## src/rtl/core/assert_macros.svh

```systemverilog
// assertion macros shared by the ring buffer rtl
`ifndef ASSERT_MACROS_SVH
`define ASSERT_MACROS_SVH

// concurrent check sampled on the rising clock, off while reset is active
`define ASSERT_CLK(lbl, clk, rst_n, prop, msg) \
  lbl: assert property (@(posedge clk) disable iff (!rst_n) (prop)) else $error(msg);

// concurrent check that also runs during reset
`define ASSERT_ALWAYS(lbl, clk, prop, msg) \
  lbl: assert property (@(posedge clk) (prop)) else $error(msg);

`endif

```

## src/rtl/core/urb_pkg.sv

```systemverilog
// shared types and constants of the uart ring buffer block
package urb_pkg;

  localparam int unsigned RING_SIZE_DEF = 256;
  localparam logic [7:0]  RTS_LEVEL_RST = 8'd251;

  // item kinds carried in the input tuser
  typedef enum logic [2:0] {
    MODE_HOST_WRITE = 3'd0,
    MODE_HOST_READ  = 3'd1,
    MODE_LINE_RX    = 3'd2,
    MODE_TX_READY   = 3'd3,
    MODE_FLUSH      = 3'd4
  } mode_e;

  // commands from the controller to the datapath
  typedef struct packed {
    logic load;  // capture the accepted item and read both rings
    logic exec;  // apply the item and register its result
  } cmd_t;

endpackage

```

## src/rtl/core/uart_ring_buffers_with_flow_control_top.sv

```systemverilog
// top level of the uart receive and transmit byte rings with rts/cts flow control
//
// usage: every input item on the slave stream is one operation: host write, host
// read, line byte received, transmitter ready or flush, selected by tuser. every
// accepted item gives exactly one result item on the master stream carrying ok,
// the byte read or to transmit, both ring fill counts and the rts level.
// sequence: the ring memories are read with a registered port in the accept cycle;
// in the execute state that follows, the item is applied and its result registered.
// pacing: a new item is taken only after the previous one has been executed, as set by
// the accept/execute sequence of the controller around the single registered read
// of each ring memory.
// reset: all ring pointers go to zero (both rings empty), rts_level returns to
// 251 and no result is pending; ring contents are not cleared. stall: a result
// waits in the output register while m_axis_tready_i is low; a new item is taken
// only once that register is free or is being taken. the user must write rts_level
// through cfg_we_i / cfg_wdata_i only while idle; the block does not enforce it.
module uart_ring_buffers_with_flow_control_top
  import urb_pkg::*;
#(
  parameter int unsigned RING_SIZE = RING_SIZE_DEF
) (
  input  logic        clk_i,
  input  logic        rst_ni,
  // input items
  input  logic        s_axis_tvalid_i,
  output logic        s_axis_tready_o,
  input  logic [15:0] s_axis_tdata_i,   // data_in[7:0], cts[8], zero[15:9]
  input  logic [2:0]  s_axis_tuser_i,   // mode[2:0]
  // result items
  output logic        m_axis_tvalid_o,
  input  logic        m_axis_tready_i,
  output logic [31:0] m_axis_tdata_o,   // data_out[7:0], rx_fill[15:8], tx_fill[23:16],
                                        // rts[24], zero[31:25]
  output logic        m_axis_tuser_o,   // ok
  // rts level register
  input  logic        cfg_we_i,
  input  logic [7:0]  cfg_wdata_i
);

  cmd_t       cmd;
  logic       ok;
  logic [7:0] data_out, rx_fill, tx_fill;
  logic       rts;

  // handshake sequencing
  urb_ctrl u_ctrl (
    .clk_i       (clk_i),
    .rst_ni      (rst_ni),
    .in_valid_i  (s_axis_tvalid_i),
    .in_ready_o  (s_axis_tready_o),
    .out_valid_o (m_axis_tvalid_o),
    .out_ready_i (m_axis_tready_i),
    .cmd_o       (cmd)
  );

  // rings, pointers and result register
  urb_datapath #(
    .RING_SIZE (RING_SIZE)
  ) u_datapath (
    .clk_i       (clk_i),
    .rst_ni      (rst_ni),
    .cmd_i       (cmd),
    .mode_i      (s_axis_tuser_i),
    .data_in_i   (s_axis_tdata_i[7:0]),
    .cts_i       (s_axis_tdata_i[8]),
    .cfg_we_i    (cfg_we_i),
    .cfg_wdata_i (cfg_wdata_i),
    .ok_o        (ok),
    .data_out_o  (data_out),
    .rx_fill_o   (rx_fill),
    .tx_fill_o   (tx_fill),
    .rts_o       (rts)
  );

  // result packing, highest field first
  assign m_axis_tdata_o = {7'd0, rts, tx_fill, rx_fill, data_out};
  assign m_axis_tuser_o = ok;

endmodule

```

## src/rtl/core/urb_datapath.sv

```systemverilog
// ring storage, pointers, rts level register and result register
`include "assert_macros.svh"

module urb_datapath
  import urb_pkg::*;
#(
  parameter int unsigned RING_SIZE = RING_SIZE_DEF
) (
  input  logic       clk_i,
  input  logic       rst_ni,
  input  cmd_t       cmd_i,
  input  logic [2:0] mode_i,
  input  logic [7:0] data_in_i,
  input  logic       cts_i,
  input  logic       cfg_we_i,
  input  logic [7:0] cfg_wdata_i,
  output logic       ok_o,
  output logic [7:0] data_out_o,
  output logic [7:0] rx_fill_o,
  output logic [7:0] tx_fill_o,
  output logic       rts_o
);

  localparam int unsigned PTR_W = $clog2(RING_SIZE);
  localparam int unsigned EXT_W = (PTR_W > 8) ? PTR_W : 8;
  localparam logic [PTR_W-1:0] LAST_PTR = PTR_W'(RING_SIZE - 1);

  function automatic logic [PTR_W-1:0] wrap_next(input logic [PTR_W-1:0] p);
    return (p == LAST_PTR) ? '0 : p + PTR_W'(1);
  endfunction

  function automatic logic [PTR_W-1:0] fill_of(input logic [PTR_W-1:0] head,
                                               input logic [PTR_W-1:0] tail);
    return (head >= tail) ? head - tail : head - tail + PTR_W'(RING_SIZE);
  endfunction

  logic [7:0] rx_mem [RING_SIZE];
  logic [7:0] tx_mem [RING_SIZE];

  logic [PTR_W-1:0] rx_head_q, rx_head_d, rx_tail_q, rx_tail_d;
  logic [PTR_W-1:0] tx_head_q, tx_head_d, tx_tail_q, tx_tail_d;
  logic [7:0]       rts_level_q;

  logic [2:0] mode_q;
  logic [7:0] data_q;
  logic       cts_q;
  logic [7:0] rx_rd_q, tx_rd_q;

  logic       ok_d, ok_q;
  logic [7:0] dout_d, dout_q;
  logic [7:0] rx_fill_q, tx_fill_q;
  logic       rts_q;
  logic       tx_wr, rx_wr;

  logic [EXT_W-1:0] rx_fill_e, tx_fill_e;

  always_ff @(posedge clk_i or negedge rst_ni) begin
    if (!rst_ni) begin
      rts_level_q <= RTS_LEVEL_RST;
    end else if (cfg_we_i) begin
      rts_level_q <= cfg_wdata_i;
    end
  end

  // item capture and registered ring reads at accept time
  always_ff @(posedge clk_i) begin
    if (cmd_i.load) begin
      mode_q  <= mode_i;
      data_q  <= data_in_i;
      cts_q   <= cts_i;
      rx_rd_q <= rx_mem[rx_tail_q];
      tx_rd_q <= tx_mem[tx_tail_q];
    end
  end

  always_comb begin
    rx_head_d = rx_head_q;
    rx_tail_d = rx_tail_q;
    tx_head_d = tx_head_q;
    tx_tail_d = tx_tail_q;
    ok_d      = 1'b0;
    dout_d    = 8'd0;
    tx_wr     = 1'b0;
    rx_wr     = 1'b0;
    unique case (mode_q)
      MODE_HOST_WRITE: begin
        if (wrap_next(tx_head_q) != tx_tail_q) begin
          tx_wr     = 1'b1;
          tx_head_d = wrap_next(tx_head_q);
          ok_d      = 1'b1;
        end
      end
      MODE_HOST_READ: begin
        if (rx_head_q != rx_tail_q) begin
          dout_d    = rx_rd_q;
          rx_tail_d = wrap_next(rx_tail_q);
          ok_d      = 1'b1;
        end
      end
      MODE_LINE_RX: begin
        if (wrap_next(rx_head_q) != rx_tail_q) begin
          rx_wr     = 1'b1;
          rx_head_d = wrap_next(rx_head_q);
          ok_d      = 1'b1;
        end
      end
      MODE_TX_READY: begin
        if (!cts_q && (tx_head_q != tx_tail_q)) begin
          dout_d    = tx_rd_q;
          tx_tail_d = wrap_next(tx_tail_q);
          ok_d      = 1'b1;
        end
      end
      MODE_FLUSH: begin
        rx_head_d = '0;
        rx_tail_d = '0;
        tx_head_d = '0;
        tx_tail_d = '0;
      end
      default: begin
      end
    endcase
  end

  assign rx_fill_e = EXT_W'(fill_of(rx_head_d, rx_tail_d));
  assign tx_fill_e = EXT_W'(fill_of(tx_head_d, tx_tail_d));

  always_ff @(posedge clk_i or negedge rst_ni) begin
    if (!rst_ni) begin
      rx_head_q <= '0;
      rx_tail_q <= '0;
      tx_head_q <= '0;
      tx_tail_q <= '0;
    end else if (cmd_i.exec) begin
      rx_head_q <= rx_head_d;
      rx_tail_q <= rx_tail_d;
      tx_head_q <= tx_head_d;
      tx_tail_q <= tx_tail_d;
    end
  end

  always_ff @(posedge clk_i) begin
    if (cmd_i.exec && tx_wr) begin
      tx_mem[tx_head_q] <= data_q;
    end
    if (cmd_i.exec && rx_wr) begin
      rx_mem[rx_head_q] <= data_q;
    end
  end

  // result register, counts saturate at one byte
  always_ff @(posedge clk_i) begin
    if (cmd_i.exec) begin
      ok_q      <= ok_d;
      dout_q    <= dout_d;
      rx_fill_q <= (rx_fill_e > EXT_W'(255)) ? 8'hff : rx_fill_e[7:0];
      tx_fill_q <= (tx_fill_e > EXT_W'(255)) ? 8'hff : tx_fill_e[7:0];
      rts_q     <= rx_fill_e > EXT_W'(rts_level_q);
    end
  end

  assign ok_o       = ok_q;
  assign data_out_o = dout_q;
  assign rx_fill_o  = rx_fill_q;
  assign tx_fill_o  = tx_fill_q;
  assign rts_o      = rts_q;

  `ASSERT_CLK(a_rx_ptr_range, clk_i, rst_ni,
              (rx_head_q <= LAST_PTR) && (rx_tail_q <= LAST_PTR), "rx pointer out of range")
  `ASSERT_CLK(a_tx_ptr_range, clk_i, rst_ni,
              (tx_head_q <= LAST_PTR) && (tx_tail_q <= LAST_PTR), "tx pointer out of range")
  `ASSERT_CLK(a_flush_clears, clk_i, rst_ni,
              cmd_i.exec && (mode_q == MODE_FLUSH) |=>
              (rx_head_q == '0) && (rx_tail_q == '0) && (tx_head_q == '0) && (tx_tail_q == '0),
              "flush left a pointer set")

endmodule

```

## src/rtl/core/urb_ctrl.sv

```systemverilog
// handshake controller: accept, execute and output valid tracking
`include "assert_macros.svh"

module urb_ctrl
  import urb_pkg::*;
(
  input  logic clk_i,
  input  logic rst_ni,
  input  logic in_valid_i,
  output logic in_ready_o,
  output logic out_valid_o,
  input  logic out_ready_i,
  output cmd_t cmd_o
);

  typedef enum logic [1:0] {
    S_IDLE = 2'b01,
    S_EXEC = 2'b10
  } state_e;

  state_e state_q, state_d;
  logic   out_valid_q, out_valid_d;

  // a new item may enter once the result slot is free or frees this cycle
  assign in_ready_o = (state_q == S_IDLE) && (!out_valid_q || out_ready_i);
  assign cmd_o.load = in_valid_i && in_ready_o;
  assign cmd_o.exec = (state_q == S_EXEC);

  always_comb begin
    state_d = state_q;
    unique case (state_q)
      S_IDLE: begin
        if (cmd_o.load) begin
          state_d = S_EXEC;
        end
      end
      S_EXEC: begin
        state_d = S_IDLE;
      end
      default: begin
        state_d = S_IDLE;
      end
    endcase
  end

  always_comb begin
    priority if (cmd_o.exec) begin
      out_valid_d = 1'b1;
    end else if (out_ready_i) begin
      out_valid_d = 1'b0;
    end else begin
      out_valid_d = out_valid_q;
    end
  end

  always_ff @(posedge clk_i or negedge rst_ni) begin
    if (!rst_ni) begin
      state_q     <= S_IDLE;
      out_valid_q <= 1'b0;
    end else begin
      state_q     <= state_d;
      out_valid_q <= out_valid_d;
    end
  end

  assign out_valid_o = out_valid_q;

  `ASSERT_CLK(a_load_to_exec, clk_i, rst_ni,
              cmd_o.load |=> cmd_o.exec, "accepted item not executed next cycle")
  `ASSERT_CLK(a_exec_sets_valid, clk_i, rst_ni,
              cmd_o.exec |=> out_valid_q, "executed item produced no result")
  `ASSERT_CLK(a_no_overwrite, clk_i, rst_ni,
              cmd_o.exec |-> !out_valid_q, "result register overwritten before taken")

endmodule
```

## config.mk

```make
export PLATFORM = sky130hd
export DESIGN_NAME = uart_ring_buffers_with_flow_control_top
export DESIGN_NICKNAME = d
export VERILOG_FILES = /design/src/rtl/core/urb_pkg.sv /design/src/rtl/core/uart_ring_buffers_with_flow_control_top.sv /design/src/rtl/core/urb_datapath.sv /design/src/rtl/core/urb_ctrl.sv
export VERILOG_INCLUDE_DIRS = /design/src /design/src/rtl/core
export SDC_FILE = /design/constraint.sdc
export NUM_CORES = 2
export LEC_CHECK = 0
export BUFFER_PORTS_ARGS = -buffer_cell sky130_fd_sc_hd__clkbuf_2
export CAP_MARGIN = 20
export CORE_ASPECT_RATIO = 1.4
export CORE_MARGIN = 2
export CORE_UTILIZATION = 40
export DETAILED_ROUTE_END_ITERATION = 10
export PLACE_DENSITY = 0.59
export SLEW_MARGIN = 20
export SYNTH_ARGS = -nofsm -noshare
export SYNTH_HDL_FRONTEND = slang
export SYNTH_SLANG_ARGS = --single-unit
export TNS_END_PERCENT = 100
```

## constraint.sdc

```tcl
create_clock -name clk_i -period 17.8 [get_ports clk_i]
set_input_delay 3.56 -clock clk_i [delete_from_list [all_inputs] [get_ports clk_i]]
set_output_delay 3.56 -clock clk_i [all_outputs]
set_load 0.01 [all_outputs]
```

==> results.txt <==
Regs by FF count: u_datapath.rx_mem (2048), u_datapath.tx_mem (2048)
Final Cycle Share: 0.430
Max Slew Vio Count: 0
Worst Reg-to-Reg Cells: 10
Vias in the first global route: 85501
Synth area leaders: edfxtp_1 75%, mux4_2 8.3%, mux2i_1 5.2%, o221ai_1 1.9%, nor2_1 1.3%
EDFF count, synth: 4150
Commonest non-fill, non-tap cell in the layout: edfxtp_1
YS warnings: 0
Layout Skew: 0.0365 ns
Core area: 413000 um2
Max frequency: 131 MHz
Die Area: 420000 um2
Most frequent cells in the layout: 4150 x edfxtp_1, 866 x mux2i_1, 609 x mux4_2
DRC Markers: 0
Place WS: 10.15 ns
Via/cell ratio: 5.69
Worst hold stages: 2
Yosys reg bits: 4193
Bufs on Longest Clock Path: 4
Worst vdd ir: 0.115 mV
Worst Hold Class: reg -> reg
Nets: 9004
Clock slew at reported path FFs: 0.07 ns
Setup TNS: 0 ns
R2r endpoint: u_datapath.tx_rd_q[6]
Minimum clock period after layout: 7.65 ns
RD Place Congestion: 0.859
Remaining global-route overflow: 0
Clk Latency, worst-skew pair: 0.97 ns
Sequential area share after synthesis: 0.757
Min-Delay Startpoint: u_datapath.rts_level_q[7]
Most used DFF post-synth: edfxtp_1
Slew HR: 0.162
Syn Area/Cell: 18.7 um2
Global Route Usage Sum: 0.198
Leakage: 53.9 nW
Synth area leader: edfxtp_1
Share of post-route cells with drive strength above 1: 0.171
Cts-stage hold buffer count: 0
Clock sinks: 4193
WHS Endpoint: u_datapath.rts_level_q[7]
DP HPWL: 260 mm
Port Buf Inserts: 52
Post-route ant nets: 0
Async set-reset flop share out of synthesis: 0.0103
Max Cap Viol: 0
Initial antenna violation count: 14
Clock buffer count from CTS: 401
CP required: 14.24 ns
Final hold violations: 0
Final wirelength: 427 mm
Routed length per instance: 29.0 um
Reg2Reg Setup Slack: 10.99 ns
Yosys top cell area share: 0.751
Mapped Area: 166000 um2
Initial core utilization: 0.402
1st-pass router iterations: 6
Outcome: complete, no violations
PD cells: 123 nW/um2
Critical path class: in -> out
Critical Path Source Type: input port
First-pass GRT wire length: 612 mm
Data arrival, critical path: 4.09 ns
Die width: 548 um
CTS-repair resized insts: 0
RSZ-0062 raised after global routing: false
Synth cell types: 71
Largest net degree at the start of global routing: 193
Post-CTS Setup Inserts: 0
Area Growth Syn to Fin: 11.6%
Maximum level of the CTS H-tree: 5
# setup viols final: 0
Root buffer cell: clkbuf_16
Vias: 83872
Final setup margin: 10.15 ns
Worst slew pin tran: 1.26 ns
Num rows: 279
I/O pin count: 67
DRT iter0 DRCs: 8435
Post-Synthesis Cells: 8890
Crit end category: output port
CTS tree: done
Origin of the critical flop-to-flop path: u_datapath.tx_tail_q[0]
DIE HEIGHT: 766 um
Worst Path Max Fanout: 2
-- per-stage QoR --
| step | instance area (um2) | util | hold WS (ns) | total power [W] | instances |
|---|---|---|---|---|---|
| final | 185000 | 0.449 | 0.519 | 0.0228 | 14752 |
| after floorplan | 166000 | - | 0.480 | 0.0137 | 8896 |
| after global placement | 172000 | 0.417 | 0.512 | 0.0146 | 14011 |
| after detailed placement | 172000 | 0.417 | 0.509 | 0.0146 | 14011 |
| after CTS | 185000 | 0.448 | 0.524 | 0.0230 | 14741 |
| after global routing | 185000 | 0.449 | 0.545 | 0.0235 | 14746 |
-- how the worst max path moves through the flow --
stage,start,endpoint,slack [ns],cells past startpoint
global placement,m_axis_tready_i,s_axis_tready_o,10.11,4
detailed placement,m_axis_tready_i,s_axis_tready_o,10.15,4
CTS,m_axis_tready_i,s_axis_tready_o,10.14,4
global route,m_axis_tready_i,s_axis_tready_o,10.03,4
floorplan,u_datapath.data_q[0],u_datapath.rx_mem[0][0],10.21,0
finish,m_axis_tready_i,s_axis_tready_o,10.15,4
-- cells by family after synthesis --
logic type               after synthesis  share of synthesized area
AO/OA/AOI/OAI                       1295                     0.0509
XOR/XNOR                              49                    0.00263
adder cells (fa/ha/maj)               34                    0.00265
buffers and inverters                599                     0.0154
flip-flops                          4193                      0.757
multiplexers                        1604                      0.144
other                                  1                  0.0000226
AND/OR/NAND/NOR                     1115                     0.0277
-- cells in the mapped netlist (6+ instances only) --
master and number:
nand4_1 8, o22ai_1 251, dfrtp_1 35, xnor2_1 28, o31ai_1 11, nand2_1 412, a31oi_1 7, or3_1 7
ha_1 32, a21boi_0 6, mux2i_1 866, o221ai_1 365, nor3_1 16, nor2_1 556, inv_1 30, or2_2 6
buf_4 28, a21oi_1 404, a22o_1 9, xor2_1 20, a21o_1 6, mux2_2 129, buf_2 128, edfxtp_1 4150
o21ai_0 188, nand2b_1 19, nand3_1 27, a211oi_1 21, dfstp_2 8, and3_1 12, buf_1 88, nor2b_1 18
mux4_2 609, clkbuf_1 318
-- cell type report --
class                           count  area [um2]
Inverter                           32         123
Clock buffer                      501       10600
Clock inverter                    229        2310
Multi-Input combinational cell   4104       37900
Sequential cell                  4193      126000
Antenna cell                        8        20.0
Fill cell                       34993      228000
Timing Repair Buffer              206        1660
Tap cell                         5479        6860
-- worst max-delay path: stages --
cell	delay, ns
clkbuf_2	0.08
nor2b_1	0.04
nor3b_1	0.23
clkbuf_2	0.18
-- per-layer routing --
metal	track usage	wire [um]	vias up
met5	0	27	-
met2	0.348	220000	2739
met4	0.0827	19400	4
met3	0.0263	23600	683
met1	0.246	164000	44113
li1	-	-	36333
-- where the power goes --
group          switching (W)  total (W)  internal (W)
combinational        0.00191    0.00329       0.00138
clock                0.00367    0.00848       0.00481
sequential         0.0000615     0.0111        0.0110
total                0.00564     0.0228        0.0172
(Power assumes the default switching activity.)
